## src/rtl/assert_macros.svh

```systemverilog
// assertion macros used by the rtl files
`ifndef ASSERT_MACROS_SVH
`define ASSERT_MACROS_SVH

// same-cycle implication, disabled while in reset
`define SCL_ASSERT_IMPL(lbl, clk, rst_n, ante, cons) \
	lbl: assert property (@(posedge clk) disable iff (!rst_n) (ante) |-> (cons)) \
		else $error("scl assertion failed");

// next-cycle implication, disabled while in reset
`define SCL_ASSERT_NEXT(lbl, clk, rst_n, ante, cons) \
	lbl: assert property (@(posedge clk) disable iff (!rst_n) (ante) |=> (cons)) \
		else $error("scl assertion failed");

`endif

```

## src/rtl/scl_ram.sv

```systemverilog
// single-port-write, registered-read synchronous memory
`default_nettype none

module scl_ram #(
	parameter int WIDTH = 8,
	parameter int DEPTH = 16
) (
	input  wire logic                                   clk,
	input  wire logic                                   we,
	input  wire logic [((DEPTH > 1) ? $clog2(DEPTH) : 1)-1:0] waddr,
	input  wire logic [WIDTH-1:0]                       wdata,
	input  wire logic                                   re,
	input  wire logic [((DEPTH > 1) ? $clog2(DEPTH) : 1)-1:0] raddr,
	output logic      [WIDTH-1:0]                       rdata
);

	logic [WIDTH-1:0] mem [DEPTH];

	always_ff @(posedge clk) begin
		if (we) begin
			mem[waddr] <= wdata;
		end
	end

	always_ff @(posedge clk) begin
		if (re) begin
			rdata <= mem[raddr];
		end
	end

endmodule

`default_nettype wire

```

## config.mk

```make
export PLATFORM = sky130hd
export DESIGN_NAME = scl_ram
export DESIGN_NICKNAME = d
export VERILOG_FILES = /design/src/rtl/assert_macros.svh /design/src/rtl/scl_ram.sv
export SDC_FILE = /design/constraint.sdc
export NUM_CORES = 1
export LEC_CHECK = 0
export BUFFER_PORTS_ARGS = -buffer_cell sky130_fd_sc_hd__clkbuf_2
export CAP_MARGIN = 20
export CORE_MARGIN = 5
export CORE_UTILIZATION = 50
export CTS_CLUSTER_SIZE = 24
export DETAILED_ROUTE_END_ITERATION = 12
export GPL_TIMING_DRIVEN = 0
export PLACE_DENSITY = 0.67
export SYNTH_ARGS = -nofsm -noshare
export SYNTH_HDL_FRONTEND = slang
export SYNTH_SLANG_ARGS = --single-unit
```

## constraint.sdc

```tcl
create_clock -name clk -period 2.49 [get_ports clk]
set_clock_uncertainty 0.2 [all_clocks]
set_input_delay 0 -clock clk [delete_from_list [all_inputs] [get_ports clk]]
set_output_delay 0 -clock clk [all_outputs]
set_load 0.03 [all_outputs]
```

# Yosys cells after proc, flatten, opt, wreduce, memory -nomap -nowiden
# Memory sizes are Yosys's and may differ from the RTL's. A register that Yosys moved wholly into a read port is not among the register bits.
# Cells that the tools add are included.
[word_totals]
reg_bits = 0
ram_bits = 128
input_bits = 19
out_inout_bits = 8
elab_cells = 3
n_memories = 1
[memory_table]
columns = ["name", "depth", "word_bits", "rd", "rd_clocked_by_memory_dff", "wr", "line", "rtl"]
rows = [
  ["mem", 16, 8, 1, 1, 1, "scl_ram.sv:17", "logic [WIDTH-1:0] mem [DEPTH];"],
]
[classes]
mux = 2
[op_table]
columns = ["operator", "n"]
rows = [
  ["$mux W1", 2],
]

# Depth between registers and ports, before layout
[logic_depth]
ltp_word = 2
mapped_depth = 5
ltp_nobuf = 3

# Worst setup path after synthesis
# OpenSTA, ideal clock, no wires.
[synth_path]
path_kind = "input -> register"
start = "input waddr[2] in the netlist's numbering"
end = "memory mem[0][0] (enable)"
setup_ns = 0.383
t_arrival_ns = 1.110
t_required_ns = 1.907
slack_ns = 0.797
cell_stages = 2
path_buffers = 0
path_cell_list = "or3b_2 > nor3_1"
[synth_lines]
columns = ["item", "line", "rtl"]
rows = [
  ["from (decl)", "scl_ram.sv:10", "input wire logic [((DEPTH > 1) ? $clog2(DEPTH) : 1)-1:0] waddr,"],
  ["to (decl)", "scl_ram.sv:17", ""],
]
# No word-level cell before the write port.

==> key figures <==
Run status
  • Status: finished with violations
  • Violated checks: negative hold slack

Place
  • GP Congestion: 0.722
  • HPWL after DPL: 6190 um
  • Port bufs: 25

Clocking
  • Total CTS buffers: 17
  • Clock latency on the worst-skew pair: between 0.5 and 0.6 ns
  • Clk buf depth: 2
  • TritonCTS clock tree: built
  • Post-CTS Setup Inserts: 0
  • Clock Pin Slew Worst Setup and Hold Paths: approximately 0.06 ns
  • Clock Sink Count: 136
  • CTS root buffer: clkbuf_8
  • H-tree depth: 4

Finish
  • Synth-to-layout area growth: 21.6%
  • Layout Nets: between 300 and 400
  • Fillers: 708
  • Share of cells above drive strength 1: 27.7%
  • Antenna cells: 0

Logic synthesis
  • Mapped Nets: 248
  • Yosys reg bits: 136
  • Yosys warns: 0
  • Syn_area_per_cell: 22.8 sq um
  • Synth cell types: 18
  • Synthesized area: 5230 sq um
  • Post-synthesis cell count: 229
  • Sequential fraction of the synthesis area: 78.1%

Pwr
  • Leakage: ~2.1 nW
  • Combinational Power Share: between 5 and 6%
  • Clk network pwr share: 46.5%
  • Internal Pwr Total: between 0.004 and 0.005 W
  • Tot Pwr: approximately 0.0054 W
  • Seq pwr share: 48.1%
  • Sw frac: 19.8%
  • Sw power: ~0.0011 W
  • Pwr/cell area: 847 nW/um^2
  • VDD IR max: 497 uV

Global routing
  • Vias in the first global route: 2,589
  • Largest net degree at the start of global routing: 17
  • GRT Util Overall: ~17%
  • Initial antenna violation count: 0
  • Global-route wire length before repair: 15,100 um
  • GRT overflow: 0

Route
  • Drt drc: 0
  • Antenna Nets Post-Route: 0
  • Drt pass-1 iters: 4
  • Avg WL per Cell: roughly 22 um
  • Vias per cell: 5.61
  • DR vias: 2,501
  • Routed wire length: ~10000 um
  • Initial drt markers: about 180

STA
  • Measured slew at the worst slew-check pin: ~0.8 ns
  • Min Hold Slack: -0.00268 ns
  • Final hold vios: 1
  • Shortest period the worst path allows: between 2 and 2.5 ns
  • Unrepaired setup endpoints after global routing: false
  • Rel. slew slack: between 40% and 50%
  • Final count of pins violating max slew: 0
  • Final Setup Violations: 0
  • Tcrit/Tclk final: 92.4%
  • Setup TNS: 0 ns
  • Fmax: between 400 and 500 MHz

Min path
  • Hold crit path type: primary input to flip-flop

Die
  • Initial Util: between 50% and 60%
  • Core Region: just over 10,000 sq um
  • Rows: 37
  • IO Pins: 27
  • Chip height: 112 um
  • Die X: 112 um
  • Die Area: 12,600 sq um

Job
  • Max Cap Viol: 0

Critical path
  • Crit path kind: flip-flop to flip-flop
  • Critical path endpoint category: flip-flop
  • Startpoint Class: flip-flop
  • Worst-path maximum fanout: 1
  • CP required: approximately 2.6 ns
  • Worst Path Arrival: 2.36 ns
  • Flop2flop setup slack: 0.19 ns
==> metrics by stage <==
stage	instances	worst slack (ns)	cell area, sq um	util [%]	hold slack, ns
6_report	446	0.188	6350	61.8	-0.00268
5_1_grt	446	0.109	6350	61.8	0.0525
4_1_cts	445	0.0895	6340	61.7	0.0143
3_5_place_dp	393	0.581	5540	53.9	0.166
3_3_place_gp	390	0.232	5520	53.7	0.152
2_1_floorplan	229	0.797	5230	-	-0.101
==> state kept, by name, summed over array words and instances, names as in the netlist <==
| signal | cells |
|---|---|
| rdata | 8 |
| mem | 128 |
==> routing by layer <==
metal	GRT usage [%]	routed length, um
met4	6.25	134
met3	4.10	714
met2	26.6	5020
met1	23.1	4110
met5	0	0
==> cell families after synthesis <==
group           count (synthesis)  share of synthesized area, %
compound gates                 16                          2.30
mux                            32                          14.8
simple gates                   35                          3.14
flops                         136                          78.1
buf+inv                        10                          1.65
==> what timing repair did <==
item                                   CTS  global route
endpoints found under the hold margin  242             0
gates resized for setup                  0             1
setup endpoints to repair                0             4
hold buffers                            20             0
==> power by group through the flow <==
stage	clock network, W	registers, W	logic (W)
3_3_place_gp	0	0.00264	0.000256
6_report	0.00251	0.00259	0.000286
3_5_place_dp	0	0.00264	0.000263
2_1_floorplan	0	0.00266	0.000130
5_1_grt	0.00263	0.00260	0.000305
4_1_cts	0.00253	0.00259	0.000288
==> layout make-up <==
cell class / count / area [sq um] / share of cell area, %
Timing Repair Buffer: 49 / 353 / 5.55
Tap cell: 136 / 170 / 2.68
Sequential cell: 136 / 4080 / 64.3
Clock inverter: 13 / 178 / 2.80
Buffer: 10 / 86.3 / 1.36
Multi-Input combinational cell: 83 / 1060 / 16.7
Clock buffer: 19 / 422 / 6.64
==> cell usage after synthesis (all sizes together) <==
| cell | instances | area [sq um] |
|---|---|---|
| nor2 | 13 | 48.8 |
| clkdlybuf4s25 | 3 | 30.0 |
| and2 | 1 | 6.26 |
| edfxtp | 136 | 4080 |
| a22oi | 16 | 120 |
| nor2b | 1 | 6.26 |
| and2b | 1 | 7.51 |
| mux4 | 32 | 773 |
| nand2 | 9 | 33.8 |
| buf | 7 | 56.3 |
| nor3 | 4 | 20.0 |
| nand3b | 2 | 15.0 |
| nand3 | 1 | 5.00 |
| nand2b | 2 | 12.5 |
| or3b | 1 | 8.76 |
==> cell usage in the layout (no fill, tap or decap), drive strengths merged, types with 2 or more instances in the layout <==
| cell | Yosys | final |
|---|---|---|
| dlygate4sd3 | 0 | 20 |
| edfxtp | 136 | 136 |
| nand2 | 9 | 9 |
| clkinvlp | 0 | 2 |
| a22oi | 16 | 16 |
| nand3b | 2 | 2 |
| bufinv | 0 | 4 |
| buf | 7 | 10 |
| mux4 | 32 | 32 |
| nor3 | 4 | 4 |
| nand2b | 2 | 2 |
| nor2 | 13 | 13 |
| clkbuf | 0 | 45 |
| clkdlybuf4s25 | 3 | 3 |
| clkinv | 0 | 6 |
==> worst max-delay path, cell delays in order (launching register included) <==
cell and delay (ns):
edfxtp_1 0.35, mux4_1 0.49, dlygate4sd3_1 0.57, a22oi_1 0.32
nand2_1 0.12
==> path summary, 6_finish.rpt <==
kind	end	depth (start not counted)	from
setup / recovery	rdata[0]	4	mem[1][0]
hold reg to reg	rdata[3]	3	mem[11][3]
setup reg to reg	rdata[0]	4	mem[1][0]
hold / removal	rdata[2]	4	raddr[3]
Note: power is estimated with default switching activity, not from simulation.
