[src/rtl/assert_macros.svh]
// assertion macros used by the rtl files
`ifndef ASSERT_MACROS_SVH
`define ASSERT_MACROS_SVH

// same-cycle implication, disabled while in reset
`define SCL_ASSERT_IMPL(lbl, clk, rst_n, ante, cons) \
	lbl: assert property (@(posedge clk) disable iff (!rst_n) (ante) |-> (cons)) \
		else $error("scl assertion failed");

// next-cycle implication, disabled while in reset
`define SCL_ASSERT_NEXT(lbl, clk, rst_n, ante, cons) \
	lbl: assert property (@(posedge clk) disable iff (!rst_n) (ante) |=> (cons)) \
		else $error("scl assertion failed");

`endif

[src/rtl/scl_pkg.sv]
// shared types and constants of the sphere cell list
`default_nettype none

package scl_pkg;

	typedef enum logic [3:0] {
		ST_CLEAR,
		ST_IDLE,
		ST_HOME,
		ST_NB,
		ST_ADDR1,
		ST_ADDR2,
		ST_HEAD,
		ST_RDS,
		ST_D0,
		ST_D1,
		ST_D2,
		ST_CMP,
		ST_NEXT,
		ST_DONE
	} scl_state_t;

	// request kinds
	localparam logic KIND_INSERT = 1'b0;
	localparam logic KIND_QUERY  = 1'b1;

	// configuration register indexes
	localparam logic REG_CELLS  = 1'b0;
	localparam logic REG_RADIUS = 1'b1;

	// periodic image shift codes
	typedef logic [1:0] scl_shift_t;
	localparam scl_shift_t SH_NONE = 2'd0;
	localparam scl_shift_t SH_NEG  = 2'd1;
	localparam scl_shift_t SH_POS  = 2'd2;

	// neighbour offset codes
	typedef logic [1:0] scl_off_t;
	localparam scl_off_t OFF_MINUS = 2'd0;
	localparam scl_off_t OFF_ZERO  = 2'd1;
	localparam scl_off_t OFF_PLUS  = 2'd2;

endpackage

`default_nettype wire

[src/rtl/scl_dist.sv]
// one axis of the periodic distance: offset and registered square
`default_nettype none

module scl_dist
	import scl_pkg::*;
#(
	parameter int COORD_BITS = 16
) (
	input  wire logic                      clk,
	input  wire logic                      en,
	input  wire logic [COORD_BITS-1:0]     p,
	input  wire logic [COORD_BITS-1:0]     c,
	input  wire scl_shift_t                sh,
	output logic      [2*COORD_BITS+1:0]   sq
);

	localparam int DW = COORD_BITS + 2;

	logic signed [DW-1:0] d;
	logic signed [DW-1:0] adj;
	logic        [DW-2:0] ad;

	always_comb begin
		case (sh)
			SH_NEG:  adj = signed'(DW'(1) <<< COORD_BITS);
			SH_POS:  adj = -signed'(DW'(1) <<< COORD_BITS);
			default: adj = '0;
		endcase
		d  = signed'({2'b00, p}) - signed'({2'b00, c}) + adj;
		ad = d[DW-1] ? (DW-1)'(-d) : d[DW-2:0];
	end

	always_ff @(posedge clk) begin
		if (en) begin
			sq <= (2*COORD_BITS+2)'(ad) * (2*COORD_BITS+2)'(ad);
		end
	end

endmodule

`default_nettype wire

[config.mk]
export PLATFORM = sky130hd
export DESIGN_NAME = scl_dist
export DESIGN_NICKNAME = d
export VERILOG_FILES = /design/src/rtl/assert_macros.svh /design/src/rtl/scl_pkg.sv /design/src/rtl/scl_dist.sv
export SDC_FILE = /design/constraint.sdc
export NUM_CORES = 1
export LEC_CHECK = 0
export ABC_CLOCK_PERIOD_IN_PS = 33200
export BUFFER_PORTS_ARGS = -buffer_cell sky130_fd_sc_hd__buf_2
export CAP_MARGIN = 20
export CORE_MARGIN = 2
export CORE_UTILIZATION = 30
export DETAILED_ROUTE_END_ITERATION = 8
export RECOVER_POWER = 100
export SLEW_MARGIN = 20
export SYNTH_ARGS = -nofsm -noshare
export SYNTH_HDL_FRONTEND = slang
export SYNTH_SLANG_ARGS = --single-unit
[constraint.sdc]
create_clock -name clk -period 33.2 [get_ports clk]
set_input_delay 6.64 -clock clk [delete_from_list [all_inputs] [get_ports clk]]
set_output_delay 6.64 -clock clk [all_outputs]
set_load 0.005 [all_outputs]
Word level (Yosys, flattened, before mapping)

Index checks and enable logic that the tools add are counted.

Flip-flop bits (word level): 34
Output and inout port bits: 34
Logic and storage cells: 9

$add $sub $neg: 3
$mul: 1
Eq/ne operators: 2
Multiplexer cells: 2

Operator list:

| operator           | count |
|---|---|
| $pmux 18 s2        | 1 |
| $mul 17x17->34     | 1 |
| $add 17x18->18     | 1 |
| $mux 17            | 1 |
| $neg 17->17        | 1 |
| $sub 16x16->17     | 1 |
| $eq 2x1->1 const B | 1 |
| $eq 2x2->1 const B | 1 |

Depth between registers and ports, before layout

Gate-level depths: netlist of run 1.

Depth after elaboration: 6
Mapped depth: 39

Least setup slack after synthesis of run 1

OpenSTA, ideal clock, no wires.

Path kind: input to register
Start point: in c[8]
End point: reg sq[33], data pin
Library setup time: 259 ps
Arrival time: 15,540 ps
Setup slack: 17,401 ps
Stages on the path: 37
Buffers on the path: 1
Path through: inv_1 ha_1 a21o_1 a211oi_1 nor2b_1 a211oi_1 o21a_1 o21ai_0 nand2b_1 fa_1 inv_1 o31ai_1 xor2_1 inv_1 clkbuf_1 nand2_1 inv_1 fa_1 inv_1 fa_1 fa_1 inv_1 fa_1 fa_1 inv_1 fa_1 inv_1 ha_1 nor2b_1 o21ai_0 nor4bb_1 a221oi_1 a211o_1 a211o_1 a31o_2 a21oi_1 xnor2_1

Word-level cells in the longest chain between the ends: 5

RTL lines:

| what                 | RTL line       | source |
|---|---|---|
| start, declared      | scl_dist.sv:12 | `input wire logic [COORD_BITS-1:0] c,` |
| $sub 16x16->17 (*)   | scl_dist.sv:29 | `d = signed'({2'b00, p}) - signed'({2'b00, c}) + adj;` |
| $add 17x18->18 (*)   | scl_dist.sv:29 |  |
| $neg 17->17          | scl_dist.sv:30 | `ad = d[DW-1] ? (DW-1)'(-d) : d[DW-2:0];` |
| $mux 17 (*)          | scl_dist.sv:30 |  |
| $mul 17x17->34 (*)   | scl_dist.sv:35 | `sq <= (2*COORD_BITS+2)'(ad) * (2*COORD_BITS+2)'(ad);` |
| end signal, assigned | scl_dist.sv:35 |  |
| end, declared        | scl_dist.sv:14 | `output logic [2*COORD_BITS+1:0] sq` |

Every way passes the cells marked *; elsewhere a longest branch is shown, timed or not.
A chain may end at the register's enable or synchronous reset.

Worst setup path after layout of run 1

Ends and elaborated chain as after synthesis.

==> results of run 1 <==
[layout make-up]
| type | count | area [sq um] |
|---|---|---|
| Clock inverter | 2 | 10.0 |
| Inverter | 298 | 1120 |
| Timing Repair Buffer | 78 | 385 |
| Sequential cell | 33 | 991 |
| Clock buffer | 6 | 129 |
| Fill cell | 3526 | 22400 |
| Tap cell | 448 | 561 |
| Multi-Input combinational cell | 775 | 8110 |
[worst min-delay path: stages]
cell     delay (ns)
buf_2          0.11
fa_1           0.26
a32oi_1        0.14
xnor2_1        0.16
xnor2_1        0.12
[logic make-up (layout without fill, tap and decap cells)]
family / Yosys count / in the layout / share of synthesized area, %
flops: 33 / 33 / 9.61
xor+xnor: 58 / 58 / 5.29
mux: 5 / 5 / 0.510
simple gates: 267 / 267 / 11.5
fa+ha+maj: 315 / 315 / 52.5
compound gates: 129 / 129 / 8.77
other cells: 1 / 1 / 0.0364
buf+inv: 318 / 384 / 11.8
[synth_stat cells (all sizes together) (5+ instances only)]
master / instances
nand3: 5
a31oi: 7
inv: 294
nand2b: 6
a211oi: 8
xor2: 16
nand2: 82
o21bai: 7
buf: 7
and3: 6
or3: 5
o31ai: 7
o21ai: 17
a21o: 15
edfxtp: 33
o21a: 10
a21oi: 27
fa: 196
nor2b: 5
xnor2: 42
a21boi: 5
ha: 119
nor2: 118
clkbuf: 13
nor3: 19
[through the flow]
step                      area (sq um)  setup slack [ns]  instances  hold slack [ns]
after detailed placement         11200             15.95       1632             7.03
final                            11300             16.20       1640             7.26
after global routing             11300             15.43       1640             7.35
after global placement           11200             16.29       1632             7.04
after CTS                        11300             16.24       1640             7.00
after floorplan                  10300             17.40       1126             6.75
[layout by cell type (no fill, tap or decap), drive strengths merged, types with 8 or more instances in the layout]
cell,instances
inv,294
fa,196
ha,119
nor2,118
nand2,82
buf,56
xnor2,42
edfxtp,33
clkbuf,28
a21oi,27
nor3,19
o21ai,17
xor2,16
a21o,15
o21a,10
a211oi,8
[path summary, 6_finish.rpt]
kind | from | end | slack, ns
setup / recovery | c[8] | sq[33] | 16.20
hold / removal | sh[0] | sq[33] | 7.26
[layer usage]
layer / track usage (%) / part of all wire (%) / vias up
met1: 16.8 / 42 / 3780
li1: - / - / 3612
met2: 26.1 / 52 / 146
met3: 2.11 / 4.9 / 23
met5: 0 / 0 / -
met4: 1.88 / 0.98 / 0
==> summary.txt, run 1 <==
Setup path
  – Startpoint Class: input pin
  – Setup CP Type: in -> reg
  – Slowest CP cell: a211oi_1
  – Crit Path Max Fanout: 15
  – Top cell by count, worst path: inv_1
  – Family with the most delay on the worst path: adder cells
  – Critical path depth in cells: 37
  – CP required: ~33 ns
  – Worst path bufs/invs: 9
  – Crit end category: register
  – Worst Path Arrival: between 15 and 20 ns
  – CP max stage delay: 0.63 ns

Synthesis
  – Top post-synthesis cells by area: fa_1 38%, ha_1 14%, inv_1 10%
  – Post-synth EDFFs: 33
  – Ys async rst share: 0%
  – Post-synthesis sequential area ratio: 9.61%
  – Syn. warnings: 0
  – Post-synth net total: between 1,000 and 1,500
  – #FFs+latches synth: 33
  – Ys flop type: edfxtp_1
  – Synth Instances: 1,126
  – Mean Syn Cell Area: 9.16 sq um
  – Post-synth cell types: 68
  – Share of the synthesized area in the top cell type: 38.1%
  – Area leader, netlist: fa_1
  – Cell Area, Synth: roughly 10,000 sq um

Cells and area
  – Core Util, Final: around a third
  – Nets: between 1,500 and 2,000
  – Largest register FFs: 33
  – Share of layout cells above drive strength 1: 7.72%
  – ANT cells: 0
  – Largest Register: sq
  – Biggest regs: sq: 33 flops
  – Layout area overhead: 9.61%

GRT
  – Global-route wire length before repair: 39,900 microns
  – Initial antenna violation count: 0
  – Total GRT Usage: 13.8%
  – GRT overflow: 0
  – Vias in the first global route: 8,370
  – Largest net degree at the start of global routing: 34

Place
  – Port-buffer cells: 68
  – Post-DP HPWL: 19,800 microns
  – Placer Congestion: 0.890

CTS
  – CTS Buffer Depth: 2
  – Clk slew on worst S/H paths: 0.06 ns
  – CTS H-tree lvls: 2
  – Root Driver: clkbuf_16
  – Post_cts resized: 0
  – CTS sink cnt: 33
  – CTS tree: built
  – Post-CTS Hold Fix Bufs: 0
  – Inserted Clock Buffers: 5
  – Post-CTS Setup Inserts: 0

Floorplanning
  – Ports: 70
  – Std-Cell Rows: 67
  – Die area: 35,900 sq um
  – Die X: 189 microns
  – Die Ht: 189 microns
  – Core Region: 33,700 sq um
  – Initial Util: 30.6%

STA
  – Least-Margin Pin Slew: between 1.5 and 2 ns
  – Setup TNS: 0 ns
  – RSZ-0062 raised after global routing: false
  – Max Fclk: approximately 60 MHz
  – Minimum clock period: 17.00 ns
  – Max Slew Vio Count: 34
  – Max_slew headroom: -24.9%
  – Final setup fails: 0
  – Fin. Hold Viols: 0
  – Period utilisation layout: between 50% and 60%

Run status
  – Failing checks: max-capacitance violations, max-slew violations
  – Outcome: finished with violations

Worst hold path
  – Hold WC Path Type: in -> reg
  – Hold Path Depth: 5

Routing
  – Wire length per cell: 14.1 microns
  – Pre-antenna DRT Iters: 4
  – Routed Wire Length: 23,200 microns
  – Post-route ant nets: 0
  – Drt drc: 0
  – Via density: 4.61
  – Iter 0 DRT Violations: 340
  – Via count: 7,561

Job
  – Max Cap Viol: 1
Power of run 1 is left out: the tool's default activity adds up to more than one toggle a clock period on the data nets, which glitch-free logic cannot reach.
==> run 2, diff against run 1 <==
--- a/config.mk
+++ b/config.mk
@@ -5,7 +5,8 @@
 export SDC_FILE = /design/constraint.sdc
 export NUM_CORES = 1
 export LEC_CHECK = 0
-export ABC_CLOCK_PERIOD_IN_PS = 33200
+export ABC_AREA = 1
+export ABC_CLOCK_PERIOD_IN_PS = 15010
 export BUFFER_PORTS_ARGS = -buffer_cell sky130_fd_sc_hd__buf_2
 export CAP_MARGIN = 20
 export CORE_MARGIN = 2
==> constraint.sdc (replaced) <==
create_clock -name clk -period 15.01 [get_ports clk]
set_input_delay 3.002 -clock clk [delete_from_list [all_inputs] [get_ports clk]]
set_output_delay 3.002 -clock clk [all_outputs]
set_load 0.005 [all_outputs]
==> summary.txt, run 2 <==
Floorplanning
  – Die X: approximately 190 microns
  – Initial Util: 30.4%
  – Std-Cell Rows: just under 70
  – Ports: 70
  – Die Ht: 194 microns
  – Die area: approximately 37,000 sq um
  – Core Region: 35,500 sq um

Worst hold path
  – Worst Hold End: sq[5]
  – Hold Path Depth: 1
  – Hold WC Path Type: reg -> out
  – Worst hold start: sq[5]

Cells and area
  – Layout area overhead: 8.74%
  – Commonest non-fill, non-tap cell in the layout: inv_1
  – Biggest regs: sq: 33 flops
  – Final non-filler cell total: 1,850
  – Largest Register: sq
  – Area occupied by multi-input gates: 8270 sq um
  – Sequential cell area: between 900 and 1000 sq um
  – Nets: ~1,700
  – Share of layout cells above drive strength 1: 8.86%
  – Largest register FFs: 33
  – Most frequent cells in the layout: 360 x inv_1, 225 x nand2_1, 196 x fa_1
  – FILL cells: 3,711

CTS
  – Post-CTS Hold Fix Bufs: 0
  – Clk slew on worst S/H paths: 0.05 ns
  – Root Driver: clkbuf_16
  – CTS tree: built
  – Post_cts resized: 0
  – Inserted Clock Buffers: 5
  – CTS sink cnt: 33
  – CTS H-tree lvls: 2
  – Post-CTS Setup Inserts: 0
  – CTS Buffer Depth: 2

Setup path
  – Crit end category: register
  – CP max stage delay: 0.70 ns
  – Setup CP Type: in -> reg
  – Worst Path Arrival: ~12 ns
  – Slowest CP cell: xor2_1
  – Crit Path Max Fanout: 10
  – Startpoint Class: input pin
  – CP required: 15.05 ns
  – Top cell by count, worst path: nand2_1

STA
  – Least-Margin Pin Slew: roughly 1.8 ns
  – Setup TNS: 0 ns
  – Period utilisation layout: 77.7%
  – Final setup fails: 0
  – Max Slew Vio Count: 34
  – RSZ-0062 raised after global routing: false
  – Fin. Hold Viols: 0
  – Minimum clock period: approximately 12 ns
  – Max_slew headroom: -21.6%
  – Max Fclk: 85.7 MHz

Routing
  – Wire length per cell: 13.9 microns
  – Via count: between 8,000 and 9,000
  – Routed Wire Length: 25,700 microns
  – Drt drc: 0
  – Post-route ant nets: 0
  – Pre-antenna DRT Iters: 5
  – Iter 0 DRT Violations: 465
  – Via density: 4.55

Synthesis
  – Post-synthesis simple-gate area fraction: a little under a fifth
  – Ys flop type: edfxtp_1
  – Cell Area, Synth: approximately 11,000 sq um
  – Post-synth net total: 1,679
  – Post-synth EDFFs: 33
  – Most frequent cells after synthesis: 359 x inv_1, 225 x nand2_1, 196 x fa_1
  – Post-synthesis adder-cell area fraction: 50.2%
  – Synth Instances: 1,328
  – Mean Syn Cell Area: 8.12 sq um
  – #FFs+latches synth: 33
  – Most frequent cell after synthesis: inv_1
  – Area leader, netlist: fa_1
  – XOR/XNOR share of the synthesized area: 3.09%
  – Post-synthesis mux area share: 0%
  – Post-synth cell types: 45
  – Largest family of logic cells by synthesized area: adder cells
  – Share of the synthesized area in the top cell type: 36.4%
  – Top post-synthesis cells by area: fa_1 36%, ha_1 14%, inv_1 12%
  – Ys async rst share: 0%
  – Synth Area in Compound Gates: 5.00%
  – Syn. warnings: 0
  – Post-synthesis sequential area ratio: 9.19%

Place
  – Post-DP HPWL: 22,300 microns
  – Port-buffer cells: 68
  – Placer Congestion: 0.920
  – Inst Count DP: approximately 1,800

GRT
  – Total GRT Usage: 14.6%
  – Global-route wire length before repair: 44,800 microns
  – Initial antenna violation count: 1
  – Largest net degree at the start of global routing: 34
  – GRT overflow: 0
  – Vias in the first global route: 9,221

Run status
  – Failing checks: max-capacitance violations, max-slew violations
  – Outcome: finished with violations

Job
  – Max Cap Viol: 1
run 2: critical path, delay by kind of cell:
family,cells,cell delay [ns]
adders and majority gates,9,4.20
and+or+nand+nor,15,1.66
AOI/OAI and AO/OA,5,1.14
buffers and inverters,8,0.96
xor gates and xnor gates,1,0.70
run 2: area by class of cell:
cell class | instances | area share [%]
diodes | 1 | 0.0213
clock buffers | 5 | 1.07
clock inverters | 2 | 0.0960
inverters | 374 | 12.0
multi-input cells | 903 | 70.5
flip-flops and latches | 33 | 8.45
well taps | 461 | 4.92
repair buffers | 71 | 2.97
run 2: layer usage:
layer	GRT usage [%]	vias up	part of all wire [%]
met3	2.06	44	5.2
met1	17.8	4093	41
met4	3.51	0	2.5
met5	0	-	0
li1	-	4067	-
met2	26.9	207	52
run 2: kinds of logic (layout without fill, tap and decap cells):
kind of cell	Yosys count	in the layout
DFF	33	33
other	1	2
adders and majority gates	315	315
AOI/OAI and AO/OA	98	98
buffers and inverters	392	452
xor gates and xnor gates	38	38
and+or+nand+nor	451	451
run 2: worst max path at each step:
stage | from | to | slack, ns | depth (start not counted)
2_1_floorplan | c[8] | sq[22] | 4.45 | 36
3_3_place_gp | c[7] | sq[33] | 3.29 | 39
3_5_place_dp | c[5] | sq[33] | 3.19 | 39
4_1_cts | c[0] | sq[33] | 3.41 | 39
5_1_grt | c[9] | sq[33] | 2.67 | 38
6_report | c[3] | sq[33] | 3.34 | 38
run 2: metrics by stage:
stage / hold slack (ns) / cell area, sq um / setup slack [ns] / utilization [%]
3_3_place_gp: 3.39 / 11600 / 3.29 / 32.7
2_1_floorplan: 3.11 / 10800 / 4.45 / -
3_5_place_dp: 3.39 / 11600 / 3.19 / 32.7
6_report: 3.68 / 11700 / 3.34 / 33.1
4_1_cts: 3.37 / 11700 / 3.41 / 33.1
5_1_grt: 3.71 / 11700 / 2.67 / 33.0
Power of run 2 is left out for the same reason.
